<file path="src/sv/fpha_pkg.sv">
// ----------------------------------------------------------------------------
// fpha_pkg
// Shared types and constants for the fit-policy heap allocator.
// ----------------------------------------------------------------------------
package fpha_pkg;

	localparam int HEAP_BYTES   = 4096;
	localparam int HEADER_BYTES = 16;
	localparam int MAX_SEGMENTS = 256;

	localparam int AW = 13;                       // byte offset / size width
	localparam int IW = $clog2(MAX_SEGMENTS);     // table index width
	localparam int CW = $clog2(MAX_SEGMENTS + 1); // segment count width

	typedef enum logic [1:0] {
		POL_FIRST = 2'd0,
		POL_NEXT  = 2'd1,
		POL_BEST  = 2'd2,
		POL_WORST = 2'd3
	} policy_t;

	typedef enum logic {
		OP_ALLOC = 1'b0,
		OP_FREE  = 1'b1
	} opcode_t;

	typedef enum logic [1:0] {
		ST_OK    = 2'd0,
		ST_NULL  = 2'd1,
		ST_FAULT = 2'd2
	} status_t;

	typedef struct packed {
		logic [AW-1:0] start;
		logic [AW-1:0] size;
		logic          is_free;
	} seg_t;

	// request context held for the duration of a table scan
	typedef struct packed {
		opcode_t       op;
		policy_t       policy;
		logic [AW-1:0] req_size;
		logic [AW-1:0] free_address;
		logic [AW-1:0] rover;
	} pick_req_t;

	typedef struct packed {
		logic          vld;
		logic [IW-1:0] idx;
		seg_t          seg;
	} cand_t;

endpackage

</file>
<file path="src/sv/fpha_merge.sv">
// ----------------------------------------------------------------------------
// fpha_merge
// Table rebuilder: takes the edited segment stream in address order,
// coalesces adjacent free segments and writes the result compacted.
// ----------------------------------------------------------------------------
module fpha_merge (
	input  logic                    clk,
	input  logic                    arst_n,
	input  logic                    clear,
	input  logic                    item_vld,
	input  fpha_pkg::seg_t          item,
	input  logic                    flush,
	output logic                    wr_en,
	output logic [fpha_pkg::IW-1:0] wr_addr,
	output fpha_pkg::seg_t          wr_data,
	output logic [fpha_pkg::CW-1:0] wr_count
);

	logic                    pend_vld_q;
	fpha_pkg::seg_t          pend_q;
	logic [fpha_pkg::CW-1:0] widx_q;
	logic                    join_c;

	assign join_c  = pend_vld_q && pend_q.is_free && item.is_free;
	assign wr_en   = pend_vld_q && ((item_vld && !join_c) || flush);
	assign wr_addr = widx_q[fpha_pkg::IW-1:0];
	assign wr_data = pend_q;
	assign wr_count = widx_q;

	always_ff @(posedge clk or negedge arst_n) begin
		if (!arst_n) begin
			pend_vld_q <= 1'b0;
			widx_q     <= '0;
		end else if (clear) begin
			pend_vld_q <= 1'b0;
			widx_q     <= '0;
		end else if (item_vld) begin
			if (join_c) begin
				pend_q.size <= pend_q.size + item.size + fpha_pkg::AW'(fpha_pkg::HEADER_BYTES);
			end else begin
				if (pend_vld_q) begin
					widx_q <= widx_q + 1'b1;
				end
				pend_q     <= item;
				pend_vld_q <= 1'b1;
			end
		end else if (flush && pend_vld_q) begin
			widx_q     <= widx_q + 1'b1;
			pend_vld_q <= 1'b0;
		end
	end

endmodule

</file>
<file path="config.mk">
export PLATFORM = sky130hd
export DESIGN_NAME = fpha_merge
export DESIGN_NICKNAME = d
export VERILOG_FILES = /design/src/sv/fpha_pkg.sv /design/src/sv/fpha_merge.sv
export SDC_FILE = /design/constraint.sdc
export NUM_CORES = 1
export LEC_CHECK = 0
export BUFFER_PORTS_ARGS = -buffer_cell sky130_fd_sc_hd__buf_2
export CAP_MARGIN = 10
export CORE_ASPECT_RATIO = 1.25
export CORE_MARGIN = 2
export CORE_UTILIZATION = 30
export CTS_CLUSTER_DIAMETER = 30
export DETAILED_ROUTE_END_ITERATION = 8
export PLACE_DENSITY = 0.58
export SETUP_SLACK_MARGIN = 0.5
export SYNTH_ARGS = -nofsm -noshare
export SYNTH_HDL_FRONTEND = slang
export SYNTH_SLANG_ARGS = --single-unit
</file>
<file path="constraint.sdc">
create_clock -name clk -period 2.8 [get_ports clk]
set_input_delay 0.42 -clock clk [delete_from_list [all_inputs] [get_ports clk]]
set_output_delay 0.42 -clock clk [all_outputs]
set_load 0.03 [all_outputs]
</file>
### Word-level counts from Yosys, hierarchy flattened

Cells that the tools add are included.
Widths: inputs -> output; s select.

* flip-flop bits (word level): 37
* bits in latches: 0
* bits in writable memories: 0
* ROM bits: 0
* input port bits: 32
* output and inout bits: 45
* word-level logic and storage cells: 34
* memories kept: 0

* add/subtract/negate cells: 3
* multiply operators: 0
* divide/modulo/power cells: 0
* $lt $le $gt $ge: 0
* eq/ne operators: 2
* shift operators: 0
* muxes and demuxes: 10
* bitwise gates (word level): 2
* reduce and logical (&&, ||, !) cells: 12

Operators with widths (count)
* $mux 9: 5
* $add 13x13->13: 1
* $add 13x5->13 const B: 1
* $mux 13: 1
* $add 9x1->9 const B: 1
* $reduce_and 3->1: 2
* $logic_and 1x1->1: 5
* $mux 1: 4
* $reduce_and 4->1: 1
* $ne 3x2->1 const B: 1
* $ne 3x3->1 const B: 1
* $reduce_bool 3->1: 1
* $not 1->1: 2
* $reduce_and 2->1: 1
* $logic_not 1->1: 1
* $logic_or 1x1->1: 1

### Depth between registers and ports, before layout

* depth in word-level cells: 6
* depth in mapped cells: 9
* depth with buffers taken out: 9

### Least setup slack after synthesis

Ideal clock, no wire load.

* path kind: register to register
* from: register pend_q, in the netlist wr_data[2]
* to: register pend_q, in the netlist wr_data[10] (data pin)
* library setup time: 0.261 ns
* arrival: 2.383 ns
* data required time: 2.539 ns
* path slack: 0.157 ns
* stages on the path, launching flop included: 10
* path buffers: 0
* clock period less this slack: 2.643 ns
* path through: edfxtp_1 -> ha_1 -> ha_1 -> inv_1 -> fa_1 -> nand2b_1 -> a21o_1 -> and2_4 -> o2111a_1 -> a221o_1

* cells in the longest elaborated chain, start to end: 3

Ends and longest elaborated chain
* from (decl): line fpha_merge.sv:20 `fpha_pkg::seg_t pend_q;`
* from (signal assigned): line fpha_merge.sv:44 `pend_q <= item;`
* $add 13x13->13: line fpha_merge.sv:39 `pend_q.size <= pend_q.size + item.size + fpha_pkg::AW'(fpha_pkg::HEADER_BYTES);`
* $add 13x5->13: line fpha_merge.sv:39
* $mux 13: line fpha_merge.sv:38 `if (join_c) begin`

Every way passes these cells.
A chain may end at the register's enable or synchronous reset.

### Final worst setup path

* from: register pend_q, in the netlist wr_data[3]
* to: register pend_q, in the netlist wr_data[10] (data pin)

The elaborated chain is that of the path after synthesis.

==> key figures <==
Power and ir drop
  – Power per Cell Area: 490 mW/mm^2
  – Peak supply drop: 0.000291 V
  – LEAKAGE: 1.32 nW

Clock network
  – CTS tree: built
  – Deepest clock path buffer count: 2
  – Worst skew pair latency: 0.29 ns
  – CTS H-tree lvls: 2
  – Cts bufs inserted: 5
  – Clock root cell: clkbuf_8
  – CTS sink cnt: 37
  – CTS clk-pin slew, worst paths: 0.08 ns

Timing
  – Endpoints failing setup: 0
  – Clock Skews: 0.00656 ns
  – Final min period: 2.47 ns
  – Unrepaired setup endpoints after global routing: yes
  – Period utilization: 0.881
  – Hold WS: 0.301 ns
  – Pins Over Slew Limit: 0
  – Slew Limit Headroom: 0.594
  – Worst Tran Pin Value: 0.607 ns
  – Fmax: 405 MHz
  – Final setup TNS: 0 ns
  – Fin. Hold Viols: 0

Floorplan
  – Die area: 0.00815 mm^2
  – Die width: 81.1 um
  – Num rows: 35
  – Initial Utilization: 0.305
  – Core area: 0.00731 mm^2
  – Ports: 77
  – Die height: 100 um

Global route
  – Initial antenna violation count: 0
  – Vias in the first global route: 1,829
  – Total GRT Usage: 0.126
  – Largest net degree at the start of global routing: 17
  – Total gr overflow: 0
  – Global-route wire length before repair: 8.05 mm

Critical path
  – Crit-path max cell delay: 0.42 ns
  – Slowest cell on the critical path: edfxtp_1
  – CP cell instances: ha_1 -> inv_1 -> fa_2 -> nand2b_4 -> a21o_1 -> and2_4 -> o2111a_1 -> a221o_1
  – Critical Path Source Type: register
  – Worst setup EP type: register
  – CP arrival: 2.51 ns
  – Crit path max fanout: 3
  – Crit path kind: register to register
  – CP Data Required Time: 2.85 ns

Drt
  – DRT iter0 DRCs: 55
  – DRC: 0
  – Via density per instance: 4.77
  – Antenna Nets Post-Route: 0
  – Total vias in the final route: 1,802
  – Pre-antenna DRT Iters: 4
  – Final wirelength: 4.91 mm
  – Avg WL per Cell: 13.0 um

Yosys
  – Yosys reg bits: 37
  – Share of async-settable or async-resettable flops after synthesis: 0.270
  – Top FF cell, synth: edfxtp_1
  – YS warnings: 0
  – Post-Syn Instances: 209
  – Most common cell in the netlist: edfxtp_1
  – Syn Area/Cell: 10.7 um^2
  – Number of library cell types mapped by synthesis: 39
  – Post-synthesis sequential area ratio: 0.476
  – Post-Syn Area: 0.00223 mm^2
  – Area leader, netlist: edfxtp_1
  – Most frequent cells after synthesis: 27 x edfxtp_1, 24 x ha_1, 24 x nand2_1, 17 x o21ai_0, 15 x nor2_1
  – EDFF count, synth: 27
  – Syn Nets: 266
  – Top cells by area, synth: edfxtp_1 36%, ha_1 13%, dfrtp_1 11%
  – Area share of the largest cell type after synthesis: 0.363

Placed design
  – IO buf count: 76
  – DP Wirelength: 3.71 mm
  – Routability cong.: 0.738

Run
  – Max cap viols: 0

Finish
  – Area grow syn2layout: 27.4%
  – Layout cells sized above 1: 0.353
  – Nets@finish: 342
  – Diodes inserted: 0

Status
  – Status: complete, no violations

Min path
  – Worst Hold Class: primary input to register
[critical path, delay by kind of cell, from the launching register on]
family	cells	cell delay [ns]
fa+ha+maj	2	0.77
compound gates	3	0.68
flops	1	0.42
simple gates	2	0.29
buf+inv	1	0.08
[where the power goes]
part / internal [W] / switching, W
Clock: 0.000267 / 0.000208
Combinational: 0.000112 / 0.000175
Sequential: 0.000612 / 0.0000194
[what timing repair did]
action,in CTS,in global routing
setup buffers,1,1
hold endpoints to repair,10,0
pin swaps,1,1
hold buffers,1,0
gates resized for setup,0,8
endpoints found under the setup margin,1,6
[layout by cell type, fill, tap and decap left out, types with 9 or more instances in the layout]
master | synthesis | layout
buf_2 | 0 | 76
edfxtp_1 | 27 | 27
nand2_1 | 24 | 24
ha_1 | 24 | 21
nor2_1 | 15 | 15
a21oi_1 | 13 | 13
o21ai_0 | 17 | 13
xor2_1 | 10 | 10
dfrtp_1 | 10 | 10
inv_1 | 9 | 9
[state kept, by name (all words and copies together) (netlist names)]
name	count
pend_vld_q	1
wr_count	9
wr_data	27
[worst paths after layout]
check	startpoint	to	slack, ns	cells past startpoint
setup / recovery	wr_data[3]	wr_data[10]	0.33	8
hold / removal	item[20]	wr_data[20]	0.30	1
setup reg to reg	wr_data[3]	wr_data[10]	0.33	8
hold reg to reg	wr_count[8]	wr_count[8]	0.55	2
max in group asynchronous	arst_n	wr_count[6]	2.08	2
min in group asynchronous	arst_n	pend_vld_q	0.51	2
[per-layer routing]
| layer | vias to the layer above | part of all wire | GRT usage | wire length, um |
|---|---|---|---|---|
| met1 | 835 | 0.42 | 0.144 | 2050 |
| met4 | 0 | 0.012 | 0.0313 | 57 |
| li1 | 901 | - | - | - |
| met3 | 6 | 0.064 | 0.0333 | 316 |
| met2 | 60 | 0.51 | 0.231 | 2480 |
| met5 | - | 0 | 0 | 0 |
[metrics by stage]
stage          utilization  worst slack [ns]  cell area [um^2]  instances  total power [W]
3_5_place_dp         0.366             0.201              2680        367         0.000923
4_1_cts              0.384             0.345              2810        377          0.00141
2_1_floorplan            -             0.218              2250        209         0.000845
6_report             0.389             0.333              2840        378          0.00139
5_1_grt              0.389             0.210              2840        378          0.00147
3_3_place_gp         0.366             0.245              2680        367         0.000920
[cells by family (layout without fill, tap and decap cells)]
| group | Yosys count | count (layout) | synth area share |
|---|---|---|---|
| multiplexers | 2 | 2 | 0.00953 |
| adder cells (fa/ha/maj) | 25 | 25 | 0.144 |
| XOR/XNOR | 15 | 15 | 0.0589 |
| AO/OA/AOI/OAI | 46 | 46 | 0.125 |
| buffers and inverters | 22 | 99 | 0.0538 |
| flip-flops | 37 | 37 | 0.476 |
| AND/OR/NAND/NOR | 62 | 62 | 0.133 |
[final cells by class]
class                           count  area, um^2
Tap cell                           92         115
Clock inverter                      3        43.8
Multi-Input combinational cell    150        1090
Sequential cell                    37        1060
Inverter                            9        33.8
Clock buffer                        5        68.8
Timing Repair Buffer               82         428
Fill cell                         747        4470
Note: power is estimated with default switching activity, not from simulation.
