--- config.mk ---
export PLATFORM = sky130hd
export DESIGN_NAME = fpha_ram
export DESIGN_NICKNAME = d
export VERILOG_FILES = /design/src/sv/fpha_ram.sv
export SDC_FILE = /design/constraint.sdc
export NUM_CORES = 1
export LEC_CHECK = 0
export ABC_AREA = 1
export BUFFER_PORTS_ARGS = -buffer_cell sky130_fd_sc_hd__buf_2
export CAP_MARGIN = 25
export CORE_MARGIN = 3
export CORE_UTILIZATION = 55
export CTS_BUF_LIST = sky130_fd_sc_hd__clkbuf_4 sky130_fd_sc_hd__clkbuf_8
export DETAILED_ROUTE_END_ITERATION = 10
export PLACE_DENSITY = 0.73
export SYNTH_ARGS = -nofsm -noshare
export SYNTH_HDL_FRONTEND = slang
export SYNTH_SLANG_ARGS = --single-unit
--- constraint.sdc ---
create_clock -name clk -period 4 [get_ports clk]
set_clock_uncertainty 0.2 [all_clocks]
set_input_delay 0.4 -clock clk [delete_from_list [all_inputs] [get_ports clk]]
set_output_delay 0.4 -clock clk [all_outputs]
set_load 0.01 [all_outputs]
--- src/sv/fpha_ram.sv ---
// ----------------------------------------------------------------------------
// fpha_ram
// Generic single-write, single-read RAM with registered read data.
// ----------------------------------------------------------------------------
module fpha_ram #(
	parameter int WIDTH = 8,
	parameter int DEPTH = 16
) (
	input  logic                     clk,
	input  logic                     we,
	input  logic [$clog2(DEPTH)-1:0] waddr,
	input  logic [WIDTH-1:0]         wdata,
	input  logic [$clog2(DEPTH)-1:0] raddr,
	output logic [WIDTH-1:0]         rdata
);

	logic [WIDTH-1:0] mem [DEPTH];

	always_ff @(posedge clk) begin
		if (we) begin
			mem[waddr] <= wdata;
		end
		rdata <= mem[raddr];
	end

endmodule

== Word-level counts from Yosys, hierarchy flattened ==
Memory sizes are Yosys's and may differ from the RTL's. A register that Yosys moved wholly into a read port is not among the register bits.
Cells that the tools add are included.
Widths: inputs -> output; s select.

* Register bits after elaboration: 0
* Bits in writable memories: 128
* Bits of input ports: 18
* Output and inout bits: 8
* Word-level logic and storage cells: 3
* Memories: 1

* Multiplexer cells: 2

{| class="wikitable"
|+ Memories
! name !! depth !! bits a word !! read ports !! clocked after Yosys merged registers in !! wr ports !! line !! RTL
|-
| mem || 16 || 8 || 1 || 1 || 1 || 17 || <nowiki>logic [WIDTH-1:0] mem [DEPTH];</nowiki>
|}

{| class="wikitable"
|+ Operators with widths
! cell !! number
|-
| $mux 1 || 2
|}

== Longest topological paths before layout ==
Gate-level depths: netlist of the first run.

* Depth in word-level cells: 2
* Depth in mapped cells: 8

== Worst setup path before layout of the first run ==
No wires, ideal clock.

* Kind: input to register
* Start: input port waddr[2]
* End: memory mem[10][0] (enable)
* Arrival: 0.981 ns
* Setup slack: 2.449 ns
* Cell stages on the path: 2
* Path buffers: 0
* Cells stage by stage: nand3b_1 > nor2_1

{| class="wikitable"
|+ RTL lines
! element !! line !! RTL
|-
| start: declaration || 11 || <nowiki>input logic [$clog2(DEPTH)-1:0] waddr,</nowiki>
|-
| end: declaration || 17 ||
|}

No word-level cell before the write port.

==> results of run 1 <==
layer usage:
| layer | GRT usage [%] | up-vias | share of wire, % | routed length (um) |
|---|---|---|---|---|
| li1 | - | 1811 | - | - |
| met5 | 0 | - | 0 | 0 |
| met4 | 9.02 | 0 | 2.0 | 240 |
| met3 | 5.79 | 19 | 6.6 | 814 |
| met1 | 30.9 | 1771 | 43 | 5240 |
| met2 | 36.3 | 154 | 49 | 5960 |
worst min-delay path, delay by kind of cell:
kind	cells	cell delay (ns)
buf+inv	1	0.17
simple gates	2	0.14
worst min-delay path by stage:
stage                           end        from  depth (start not counted)  slack [ns]
after global placement     rdata[6]   mem[4][6]                          6        0.45
final                      rdata[7]    raddr[3]                          3        0.13
after global routing       rdata[7]    raddr[3]                          3        0.15
after CTS                  rdata[7]    raddr[3]                          3        0.12
after detailed placement   rdata[7]  mem[10][7]                          6        0.47
after floorplan           mem[0][0]    wdata[0]                          0        0.30
metrics by stage:
step	power, mW	setup WS, ns
final	2.83	2.13
after global routing	2.94	2.01
after CTS	2.84	2.17
after detailed placement	1.82	1.71
after global placement	1.81	1.72
after floorplan	1.75	2.45
final cells by class:
type | instances | share of cell area [%]
multi-input cells | 289 | 19.3
inverters | 102 | 6.08
well taps | 133 | 2.64
repair buffers | 27 | 2.42
flip-flops and latches | 136 | 63.6
clock buffers | 20 | 4.37
clock inverters | 12 | 1.61
cell usage in the layout, fill, tap and decap left out:
| cell type | Yosys | routed |
|---|---|---|
| nand2_1 | 173 | 173 |
| edfxtp_1 | 128 | 128 |
| inv_1 | 100 | 100 |
| nand3_1 | 97 | 97 |
| buf_2 | 13 | 25 |
| clkbuf_8 | 0 | 20 |
| nor2_1 | 17 | 17 |
| dfxtp_1 | 8 | 8 |
| clkinvlp_4 | 0 | 5 |
| clkinv_2 | 0 | 5 |
| inv_2 | 2 | 2 |
| nand3b_1 | 2 | 2 |
| bufinv_16 | 0 | 1 |
| clkinv_4 | 0 | 1 |
| buf_12 | 0 | 1 |
| buf_4 | 4 | 1 |
logic make-up (layout without fill, tap and decap cells):
family,Yosys count,in the layout,synth area share [%]
buf+inv,126,161,9.52
flops,136,136,69.4
simple gates,289,289,21.0
state kept, by name, summed over array words and instances (netlist names):
| register | cells |
|---|---|
| mem | 128 |
| rdata | 8 |
power groups by stage:
stage / registers [mW] / logic [mW] / clock network, mW
global placement: 1.63 / 0.181 / 0
global route: 1.60 / 0.211 / 1.12
floorplan: 1.63 / 0.112 / 0
finish: 1.60 / 0.187 / 1.04
CTS: 1.60 / 0.188 / 1.05
detailed placement: 1.63 / 0.187 / 0
==> impl_metrics.tcl, run 1 <==
set metrics [dict create \
    status "finished, final reports clean" \
    ff_latch_area_sq_um 4000 \
    antenna_found_initial 0 \
    grt_overflow 0 \
    fillers 815 \
    startpoint "raddr[1]" \
    synth_ff_type "edfxtp_1" \
    crit-reg2reg-capture "rdata[7]" \
    yosys.cell_types.count 12 \
    start_kind "primary input" \
    synth.top_cells.by_count "nand2_1, edfxtp_1, inv_1" \
    cp_slowest_stage_delay_ns 0.54 \
    core_area_sq_um 10000 \
    fp.dieH_um 108 \
    io_pins 26 \
    async_flop_share_pct 0 \
    layoutNonFillerInstCount 719 \
    crit_end "rdata[7]" \
    syn_area_sq_um 5770 \
    crit_cells 6 \
    clk_latency_ns 0.43 \
    switching_share_pct 23.1 \
    pwr-share-comb_pct 6.6 \
    die-area_sq_um 11700 \
    grt_usage_pct 23.0 \
    p_clk_share_pct 36.9 \
    numCtsBuffers 17 \
    synthTopCellsByArea "edfxtp_1, nand2_1, nand3_1" \
    r2r-start "mem[3][7]" \
    synthCells 551 \
    placed_area_sq_um 5920 \
    path_cells "buf_2 > inv_2 > nand3_1 > nand3_1 > nand3_1 > nand2_1" \
    hold_viol_final 0 \
    grt_setup_unrepaired "false" \
    cp.arrival_ns 2.00 \
    power_density_nw_per_um2 450 \
    synth.most_common_cell "nand2_1" \
    power_frac_seq_pct 56.5 \
    yosys.area.top_type "edfxtp_1" \
    finalNetCount 591 \
    drtAntennaViolNets 0 \
    grt_first_pass_wirelength_um 19700 \
    num_vias 3755 \
    setup.worst_path.end_class "flop" \
    synth-edff-count 128 \
    area.growth.synth_to_final_pct 9.18 \
    htreeDepth 4 \
    firstDrtPassIters 5 \
    first_global_vias 3705 \
    hpwl_um 7610 \
    drive_gt1_share_pct 10.4 \
    post-route-util_pct 63.0 \
    fin_area_sq_um 6300 \
    p_switching_uw 655 \
    placed_cells 687 \
    path_class "in2reg" \
    rows 36 \
    routed_wl_um 12300 \
    port-buffer-count 25 \
    ys_ff_latch 136 \
    max-vdd-ir-drop_mv 0.237 \
    drv_cap 0 \
    min_period_ns 1.87 \
    maxSlewHeadroom_pct 41.5 \
    cts_hold_buffers 0 \
    cts_tree "yes" \
    worstPathRequired_ns 4.13 \
    p_leak_nw 2.71 \
    r2r_cells 6 \
    drtIter0Drc 374 \
    yosys_warnings 0 \
    via_per_inst 5.22 \
    crit_slowest_cell "buf_2" \
    cts_sinks 136 \
    synth_top_cell_area_share_pct 66.7 \
    wl_per_cell_um 17.1 \
    min_period_over_period_pct 46.7 \
    syn_avg_cell_area_sq_um 10.5 \
    setup_viol 0 \
    gp_congestion 0.875 \
    initial_core_util_pct 57.7 \
    crit_fanout 33 \
    cts_resized 0 \
    worst_pin_slew_ns 0.874 \
    fmax_mhz 535 \
    p_int_mw 2.18 \
    slew_violations 0 \
    crit_path_frequent_cell "nand3_1" \
    diodes 0 \
    clockBufferDepth 2 \
    synth_nets 569 \
    die_w_um 108 \
    cts-root-buf "clkbuf_8" \
    cp.buffers_inverters 2 \
    path_delay_family "buffers and inverters" \
    synth-seq-area-share_pct 69.4 \
    drc 0 \
    hold_path_class "in2reg" \
    grt_max_degree 65 \
    fin_setup_tns_ns 0 \
    post_cts_buffers 0 \
    multi_input_area_sq_um 1210 \
    cts.clk_slew.worst_paths_ns 0.08 \
    r2r_slack_ns 2.73 \
    hold_ws_ns 0.130 \
]
(Power assumes the default switching activity.)
==> run 2: changes to the inputs <==
==> constraint.sdc (replaced) <==
create_clock -name clk -period 1.89 [get_ports clk]
set_clock_uncertainty 0.2 [all_clocks]
set_input_delay 0.189 -clock clk [delete_from_list [all_inputs] [get_ports clk]]
set_output_delay 0.189 -clock clk [all_outputs]
set_load 0.01 [all_outputs]
==> run 2 against run 1 <==
  * Global-route usage up 0.34 points
  * Cell area up 4.1%
  * Total power up 120%
  * Core utilization up 2.6 points
  * Hold slack worse by 0.012 ns
  * Clock power up 120%
  * Via count up 4.4%
  * Critical path depth down 5
==> impl_metrics.tcl, run 2 (synthesis results as in run 1) <==
set metrics [dict create \
    reg_top3 "mem (128), rdata (8)" \
    startpoint "rdata[4]" \
    status "finished, final reports clean" \
    cts_sinks 136 \
    fmax_mhz 744 \
    multi_input_area_sq_um 1210 \
    path_delay_family "flip-flops" \
    die-area_sq_um 11700 \
    layout_commonest_cell "nand2_1" \
    path_class "reg2out" \
    diodes 0 \
    die_w_um 108 \
    fp.dieH_um 108 \
    max-vdd-ir-drop_mv 0.452 \
    ff_latch_area_sq_um 4000 \
    path_cells "buf_2" \
    setup_viol 0 \
    drtAntennaViolNets 0 \
    firstDrtPassIters 5 \
    hpwl_um 7670 \
    worstPathRequired_ns 1.50 \
    finalNetCount 622 \
    p_total_mw 6.12 \
    final_cell_mix "nand2_1, edfxtp_1, inv_1" \
    min_period_over_period_pct 71.2 \
    clockBufferDepth 2 \
    cts-root-buf "clkbuf_8" \
    cts.clk_slew.worst_paths_ns 0.07 \
    setup.worst_path.end_class "output pin" \
    min_from "raddr[2]" \
    num_vias 3921 \
    hold_viol_final 0 \
    area.growth.synth_to_final_pct 13.6 \
    cts_tree "yes" \
    cp_slowest_stage_delay_ns 0.38 \
    io_pins 26 \
    rows 36 \
    power_density_nw_per_um2 935 \
    r2r-start "mem[1][7]" \
    via_per_inst 5.24 \
    drtIter0Drc 316 \
    grt_usage_pct 23.3 \
    fin_setup_tns_ns 0 \
    clk_latency_ns 0.43 \
    routed_wl_um 12600 \
    p_leak_nw 2.87 \
    antenna_found_initial 0 \
    grt_max_degree 65 \
    maxSlewHeadroom_pct 59.5 \
    cts_resized 0 \
    port-buffer-count 25 \
    wl_per_cell_um 16.8 \
    first_global_vias 3807 \
    gp_congestion 0.843 \
    drv_cap 0 \
    crit_fanout 1 \
    grt_first_pass_wirelength_um 19700 \
    min_period_ns 1.34 \
    slew_violations 0 \
    cp.buffers_inverters 1 \
    start_kind "flop" \
    largest_reg_flops 128 \
    grt_overflow 0 \
    fillers 757 \
    hold_path_class "in2reg" \
    cp.arrival_ns 0.96 \
    top_register "mem" \
    initial_core_util_pct 57.7 \
    drive_gt1_share_pct 12.4 \
    drc 0 \
    worst_pin_slew_ns 0.607 \
    crit_slowest_cell "dfxtp_1" \
    grt_setup_unrepaired "false" \
    numCtsBuffers 17 \
    core_area_sq_um 10000 \
    htreeDepth 4 \
]
-- run 2: cell types whose count changed in the layout (fill, tap and decap cells not counted) --
cell and change:
dlygate4sd3_1 +9, buf_4 +22, bufinv_16 +2, clkinvlp_4 -4, clkbuf_8 -3, clkinv_1 +5
clkbuf_4 +1, clkinv_2 -3
-- run 2: final cells by class --
class	instances	area share, %
Clock buffer	18	3.69
Sequential cell	136	61.1
Inverter	102	5.84
Multi-Input combinational cell	289	18.5
Timing Repair Buffer	58	6.23
Tap cell	133	2.54
Clock inverter	12	2.06
-- run 2: timing repair --
| action | 4_1_cts | 5_1_grt |
|---|---|---|
| buffers inserted | 0 | 0 |
| hold buffers | 9 | 0 |
| hold endpoints to repair | 111 | 0 |
-- run 2: metal layers --
| layer | vias up | share of wire, % | wire (um) | GRT usage [%] |
|---|---|---|---|---|
| li1 | 1873 | - | - | - |
| met1 | 1844 | 40 | 5100 | 30.0 |
| met2 | 168 | 49 | 6120 | 37.2 |
| met3 | 36 | 7.4 | 935 | 5.07 |
| met4 | 0 | 3.5 | 447 | 12.7 |
| met5 | - | 0 | 0 | 0 |
-- run 2: path summary, 6_finish.rpt --
check | depth (start not counted) | slack, ns | endpoint
worst max-delay path | 1 | 0.55 | rdata[4]
worst min-delay path | 5 | 0.12 | rdata[5]
worst max register to register | 6 | 0.61 | rdata[7]
worst min register to register | 6 | 0.45 | rdata[5]
-- run 2: through the flow --
step	setup slack [ns]	utilization, %	hold WS (ns)	instances	area (sq um)
2_1_floorplan	0.550	-	0.0879	551	5770
3_3_place_gp	0.366	60.8	0.366	709	6080
6_report	0.545	65.5	0.118	748	6550
3_5_place_dp	0.342	60.8	0.363	709	6080
4_1_cts	0.528	65.5	0.0990	748	6550
5_1_grt	0.526	65.5	0.147	748	6550
-- run 2: report_power, final --
| group | internal, mW | leakage (nW) | switching [mW] | total, mW |
|---|---|---|---|---|
| Combinational | 0.135 | 1.46 | 0.295 | 0.430 |
| Sequential | 3.37 | 1.22 | 0.0230 | 3.39 |
| Clock | 1.28 | 0.189 | 1.03 | 2.30 |
