--- config.mk ---
export PLATFORM = sky130hd
export DESIGN_NAME = fpha_pick
export DESIGN_NICKNAME = d
export VERILOG_FILES = /design/src/sv/fpha_pkg.sv /design/src/sv/fpha_pick.sv
export SDC_FILE = /design/constraint.sdc
export NUM_CORES = 1
export LEC_CHECK = 0
export BUFFER_PORTS_ARGS = -buffer_cell sky130_fd_sc_hd__buf_4
export CORE_MARGIN = 2
export CORE_UTILIZATION = 60
export DETAILED_ROUTE_END_ITERATION = 8
export PLACE_DENSITY = 0.86
export SLEW_MARGIN = 20
export SYNTH_ARGS = -nofsm -noshare
export SYNTH_HDL_FRONTEND = slang
export SYNTH_SLANG_ARGS = --single-unit
export TNS_END_PERCENT = 10
--- constraint.sdc ---
create_clock -name clk -period 8 [get_ports clk]
set_input_delay 0.8 -clock clk [delete_from_list [all_inputs] [get_ports clk]]
set_output_delay 0.8 -clock clk [all_outputs]
set_load 0.1 [all_outputs]
--- src/sv/fpha_pkg.sv ---
// ----------------------------------------------------------------------------
// fpha_pkg
// Shared types and constants for the fit-policy heap allocator.
// ----------------------------------------------------------------------------
package fpha_pkg;

	localparam int HEAP_BYTES   = 4096;
	localparam int HEADER_BYTES = 16;
	localparam int MAX_SEGMENTS = 256;

	localparam int AW = 13;                       // byte offset / size width
	localparam int IW = $clog2(MAX_SEGMENTS);     // table index width
	localparam int CW = $clog2(MAX_SEGMENTS + 1); // segment count width

	typedef enum logic [1:0] {
		POL_FIRST = 2'd0,
		POL_NEXT  = 2'd1,
		POL_BEST  = 2'd2,
		POL_WORST = 2'd3
	} policy_t;

	typedef enum logic {
		OP_ALLOC = 1'b0,
		OP_FREE  = 1'b1
	} opcode_t;

	typedef enum logic [1:0] {
		ST_OK    = 2'd0,
		ST_NULL  = 2'd1,
		ST_FAULT = 2'd2
	} status_t;

	typedef struct packed {
		logic [AW-1:0] start;
		logic [AW-1:0] size;
		logic          is_free;
	} seg_t;

	// request context held for the duration of a table scan
	typedef struct packed {
		opcode_t       op;
		policy_t       policy;
		logic [AW-1:0] req_size;
		logic [AW-1:0] free_address;
		logic [AW-1:0] rover;
	} pick_req_t;

	typedef struct packed {
		logic          vld;
		logic [IW-1:0] idx;
		seg_t          seg;
	} cand_t;

endpackage

--- src/sv/fpha_pick.sv ---
// ----------------------------------------------------------------------------
// fpha_pick
// Segment selector: consumes the table one entry a cycle while ent_vld is
// high and keeps the fit-policy candidate, or the matching entry for a free.
// ----------------------------------------------------------------------------
module fpha_pick (
	input  logic                       clk,
	input  logic                       arst_n,
	input  logic                       clear,
	input  fpha_pkg::pick_req_t        req,
	input  logic                       ent_vld,
	input  logic [fpha_pkg::IW-1:0]    ent_idx,
	input  fpha_pkg::seg_t             ent,
	output fpha_pkg::cand_t            pick
);

	fpha_pkg::cand_t           cand_a_q;
	fpha_pkg::cand_t           cand_b_q; // lowest fit overall, wrap case of next fit
	logic [fpha_pkg::AW-1:0]   bound_q;
	fpha_pkg::cand_t           new_c;
	logic                      fits;
	logic                      hit;

	always_comb begin
		new_c.vld = 1'b1;
		new_c.idx = ent_idx;
		new_c.seg = ent;
		fits = ent.is_free && (ent.size >= req.req_size);
		hit  = (ent.start + fpha_pkg::AW'(fpha_pkg::HEADER_BYTES) == req.free_address) &&
		       (req.free_address < fpha_pkg::AW'(fpha_pkg::HEAP_BYTES));
	end

	always_ff @(posedge clk or negedge arst_n) begin
		if (!arst_n) begin
			cand_a_q <= '0;
			cand_b_q <= '0;
			bound_q  <= '0;
		end else if (clear) begin
			cand_a_q.vld <= 1'b0;
			cand_b_q.vld <= 1'b0;
			bound_q <= (req.policy == fpha_pkg::POL_BEST) ?
			           fpha_pkg::AW'(fpha_pkg::HEAP_BYTES - fpha_pkg::HEADER_BYTES) :
			           req.req_size;
		end else if (ent_vld) begin
			if (req.op == fpha_pkg::OP_FREE) begin
				if (hit && !cand_a_q.vld) begin
					cand_a_q <= new_c;
				end
			end else begin
				case (req.policy)
					fpha_pkg::POL_FIRST: begin
						if (fits && !cand_a_q.vld) begin
							cand_a_q <= new_c;
						end
					end
					fpha_pkg::POL_NEXT: begin
						// entries up to the rover form a prefix; restart the search there
						if (ent.start <= req.rover) begin
							cand_a_q <= {fits, ent_idx, ent};
						end else if (fits && !cand_a_q.vld) begin
							cand_a_q <= new_c;
						end
						if (fits && !cand_b_q.vld) begin
							cand_b_q <= new_c;
						end
					end
					fpha_pkg::POL_BEST: begin
						if (fits && ent.size <= bound_q) begin
							bound_q  <= ent.size;
							cand_a_q <= new_c;
						end
					end
					default: begin
						// the request size is the bound until a candidate exists
						if (ent.is_free &&
						    ent.size > (cand_a_q.vld ? bound_q : req.req_size)) begin
							bound_q  <= ent.size;
							cand_a_q <= new_c;
						end
					end
				endcase
			end
		end
	end

	assign pick = (req.op == fpha_pkg::OP_ALLOC && req.policy == fpha_pkg::POL_NEXT &&
	               !cand_a_q.vld) ? cand_b_q : cand_a_q;

endmodule

== Word level (Yosys, flattened, before mapping) ==
Index checks and enable logic that the tools add are counted.

* Add/subtract/negate cells: 1
* Magnitude comparators: 5
* Eq/ne operators: 10
* Muxes and demuxes: 23
* Bitwise gates (word level): 2
* Reduce and logical (&&, ||, !) cells: 24

{| class="wikitable"
|+ Operators with widths
! operator !! number
|-
| $mux 36 || 12
|-
| $pmux 36 s3 || 1
|-
| $mux 13 || 7
|-
| $le 13x13->1 || 2
|-
| $pmux 13 s2 || 1
|-
| $reduce_and 5->1 || 3
|-
| $add 13x5->13 const B || 1
|-
| $eq 13x13->1 || 1
|-
| $ge 13x13->1 || 1
|-
| $gt 13x13->1 || 1
|-
| $lt 13x13->1 const B || 1
|-
| $logic_and 1x1->1 || 9
|-
| $ne 3x2->1 const B || 3
|-
| $reduce_and 4->1 || 2
|-
| $reduce_bool 2->1 || 3
|-
| $reduce_bool 6->1 || 1
|-
| $reduce_bool 5->1 || 1
|-
| $ne 2x1->1 const B || 2
|-
| $ne 4x3->1 const B || 1
|-
| $reduce_bool 3->1 || 1
|-
| $eq 2x1->1 const B || 1
|-
| $eq 2x2->1 const B || 1
|-
| $logic_not 1->1 || 2
|-
| $logic_not 2->1 || 1
|-
| other kinds (4) || 6
|}

* Flip-flop bits (word level): 85
* Input bits: 81
* Output and inout port bits: 36
* Word-level logic and storage cells: 76

== Depth between registers and ports, before layout ==
* Depth after elaboration: 9
* Depth in mapped cells: 14
* Gate-level depth less buffers: 10

== Worst setup path after synthesis ==
No wires, ideal clock.

* Kind: input to output
* From: in req[40] in the netlist's numbering
* To: out pick[0] in the netlist's numbering
* Data arrival time: 3425 ps
* Required time: 7200 ps
* Slack: 3775 ps
* Cell stages on the path: 4
* Buffers on the path: 1
* Path through: nand2b_1 nor3_1 clkbuf_1 o21ai_0

{| class="wikitable"
|+ RTL lines
! what !! line !! RTL
|-
| start, declared || fpha_pick.sv:10 || <nowiki>input fpha_pkg::pick_req_t req,</nowiki>
|-
| end, declared || fpha_pick.sv:14 || <nowiki>output fpha_pkg::cand_t pick</nowiki>
|}

== Final worst setup path ==
* From: reg cand_a_q[35] in the netlist's numbering
* To: reg cand_a_q[32] in the netlist's numbering

* Cells in the longest elaborated chain, start to end: 6
* Elaborated cells on any way between the ends: 13
* Classes of those cells: order compare (1); eq/ne (1); mux (5); reduce/logical (6)

{| class="wikitable"
|+ RTL lines
! what !! line !! RTL
|-
| start, declared || fpha_pick.sv:17 || <nowiki>fpha_pkg::cand_t cand_a_q;</nowiki>
|-
| start signal, assigned || fpha_pick.sv:47 || <nowiki>cand_a_q <= new_c;</nowiki>
|-
| start signal, assigned || fpha_pick.sv:53 || <nowiki>cand_a_q <= new_c;</nowiki>
|-
| start signal, assigned || fpha_pick.sv:59 || <nowiki>cand_a_q <= {fits, ent_idx, ent};</nowiki>
|-
| branches (longest 6 deep; another with $gt 13x13->1) || -- ||
|}

Parallel ways; which one is timed is not known.
A chain may end at the register's enable or synchronous reset.

==> results.sh <==
export IMPL_status="completed"
export IMPL_synth_seq_area_share_pct=37.7
export IMPL_ff2ff_path_depth=11
export IMPL_syn_area_um2=5640
export IMPL_r2r_slack_ns=3.92
export IMPL_grt_max_degree=86
export IMPL_grt_setup_unrepaired="false"
export IMPL_h_tree_depth=3
export IMPL_routed_via_density=6.02
export IMPL_pin_count=117
export IMPL_endpoint="cand_a_q[32]"
export IMPL_placed_cell_area_um2=6550
export IMPL_fmax_ghz=0.245
export IMPL_cts_resized=0
export IMPL_hold_path_class="input pin to asynchronous set/reset pin"
export IMPL_port_buffers=116
export IMPL_ys_async_sr_fraction_pct=100
export IMPL_area_growth_pct=19.6
export IMPL_die_w_um=101
export IMPL_avgSynthCellArea_um2=11.3
export IMPL_first_pass_iters=4
export IMPL_synth_common_cells="dfrtp_1, mux2_2, ha_1"
export IMPL_dp_slack_ns=3.91
export IMPL_cap_violations=0
export IMPL_finalSetupTns_ns=0
export IMPL_clkTransAtPathRegs_ns=0.10
export IMPL_p_leak_nw=3.41
export IMPL_clk_path_buf_depth=2
export IMPL_final_hold_violation_count=0
export IMPL_drt_wirelength_per_cell_um=18.5
export IMPL_synth_top_area_share_pct=37.7
export IMPL_crit_required_ns=8.27
export IMPL_final_setup_viol_count=0
export IMPL_final_core_util_pct=73.4
export IMPL_clk_latency_ns=0.37
export IMPL_worstMarginPinSlew_ns=0.915
export IMPL_grt_overflow=0
export IMPL_synth_edf_count=0
export IMPL_core_area_um2=9200
export IMPL_power_density_nw_per_um2=264
export IMPL_finalWorstSetupSlack_ns=3.92
export IMPL_cts_sinks=85
export IMPL_cp_startpoint="cand_a_q[35]"
export IMPL_syn_num_nets=634
export IMPL_fin_area_um2=6750
export IMPL_die_area_um2=10200
export IMPL_peakVddDrop_v=0.000199
export IMPL_cts_tree="yes"
export IMPL_synth_most_common_cell="dfrtp_1"
export IMPL_grt_use_total_pct=27.4
export IMPL_hpwlAfterDp_um=9900
export IMPL_grt_antenna_before_repair=0
export IMPL_regToRegStartpoint="cand_a_q[35]"
export IMPL_gp_congestion=0.939
export IMPL_ant_nets=0
export IMPL_ys_warn_count=0
export IMPL_ys_ff_latch=85
export IMPL_synth_area_leaders="dfrtp_1, mux2_2, ha_1, mux2_4, inv_1"
export IMPL_startpoint_type="flip-flop"
export IMPL_fin_crit_ns=4.08
export IMPL_grt_pass1_wl_um=21700
export IMPL_slew_viol_final=0
export IMPL_n_fill_cell=664
export IMPL_cts_root_buf="clkbuf_8"
export IMPL_drtIter0Drc=220
export IMPL_drive_gt1_share_pct=40.5
export IMPL_reg2reg_to="cand_a_q[32]"
export IMPL_min_period_over_period_pct=51.0
export IMPL_dieHeight_um=101
export IMPL_synthFlopType="dfrtp_1"
export IMPL_rows=35
export IMPL_grt_pass1_vias=4385
export IMPL_fin_skew_ns=0.0176
export IMPL_cts_buffers_inserted=9
export IMPL_wl_um=13500
export IMPL_antenna_cells=0
export IMPL_nets=749
export IMPL_max_slew_margin_pct=38.7
export IMPL_num_vias=4403
export IMPL_postCtsSetupRepairBufs=0
export IMPL_drcViolationCount=0
export IMPL_hold_buffers=0
export IMPL_arrival_ns=4.35
export IMPL_end_kind="flip-flop"
export IMPL_power_w=0.00178
export IMPL_synth_cells=500
export IMPL_yosysTopAreaCell="dfrtp_1"
export IMPL_critPathKind="flip-flop to flip-flop"
export IMPL_start_util_pct=61.4
export IMPL_ys_types=48
export IMPL_cp_max_fo=25
==> report_power, final <==
part	leakage, nW	internal, W	total (W)	switching, W
Combinational	2.24	0.000283	0.000882	0.000599
Clock	0.106	0.000149	0.000326	0.000177
Sequential	1.07	0.000520	0.000575	0.0000545
Total	3.41	0.000952	0.00178	0.000831
==> through the flow <==
step	std cells	hold slack [ns]
floorplan	500	0.439
global placement	715	0.452
detailed placement	715	0.458
CTS	731	0.480
global route	731	0.502
finish	731	0.477
==> final cells by class <==
type | count | area, µm² | area share [%]
Clock buffer | 9 | 124 | 1.84
Clock inverter | 7 | 77.6 | 1.15
Inverter | 45 | 169 | 2.50
Multi-Input combinational cell | 354 | 3210 | 47.5
Sequential cell | 85 | 2130 | 31.5
Tap cell | 111 | 139 | 2.06
Timing Repair Buffer | 120 | 905 | 13.4
==> state kept, by name (all words and copies together) (netlist names) <==
signal and count:
cand_b_q 36, bound_q 13, cand_a_q 36
==> cell usage in the layout, fill, tap and decap left out, types with 4 or more instances in the layout <==
cell type	synthesis	final
a21oi_1	23	23
a221oi_1	6	6
buf_4	0	119
clkbuf_8	0	9
dfrtp_1	85	85
ha_1	53	53
inv_1	45	45
mux2_2	75	75
mux2_4	29	29
mux2i_1	12	12
nand2_1	23	23
nand2b_1	6	6
nand3_1	8	8
nand3b_1	4	4
nand4_1	9	9
nor2_1	18	18
o21ai_0	22	22
o22ai_1	9	9
o31ai_1	4	4
xnor2_1	9	9
xor2_1	5	5
==> worst max-delay path: stages (launching register included) <==
cell,delay [ns]
dfrtp_1,0.92
mux2_2,0.41
ha_1,0.28
nand3_1,0.07
or4_1,0.50
o211ai_1,0.11
a21oi_1,0.07
nand3b_1,0.19
a21oi_2,0.18
or3b_2,0.37
buf_4,0.49
mux2_2,0.39
==> per-layer routing <==
layer	GRT usage [%]	up-vias	part of all wire, %
met5	0	-	0
met4	8.94	0	1.5
met3	3.40	20	5.6
met2	45.5	154	48
met1	37.6	2183	45
li1	-	2046	-
==> kinds of logic (layout without fill, tap and decap cells) <==
group / count (synthesis) / in the layout / share of synthesized area, %
AO/OA/AOI/OAI: 85 / 85 / 9.80
XOR/XNOR: 14 / 14 / 2.17
adder cells (fa/ha/maj): 53 / 53 / 11.7
buffers and inverters: 61 / 181 / 5.70
flip-flops: 85 / 85 / 37.7
multiplexers: 116 / 116 / 24.8
AND/OR/NAND/NOR: 86 / 86 / 8.09
==> how the worst min path moves through the flow <==
stage | startpoint | endpoint | slack [ns] | cells after the start
final | arst_n | cand_b_q[9] | 0.48 | 1
after global routing | cand_b_q[0] | cand_b_q[0] | 0.50 | 1
after CTS | cand_b_q[0] | cand_b_q[0] | 0.48 | 1
after detailed placement | cand_b_q[0] | cand_b_q[0] | 0.46 | 1
after global placement | cand_b_q[0] | cand_b_q[0] | 0.45 | 1
after floorplan | cand_b_q[0] | cand_b_q[0] | 0.44 | 1
Note: power is estimated with default switching activity, not from simulation.
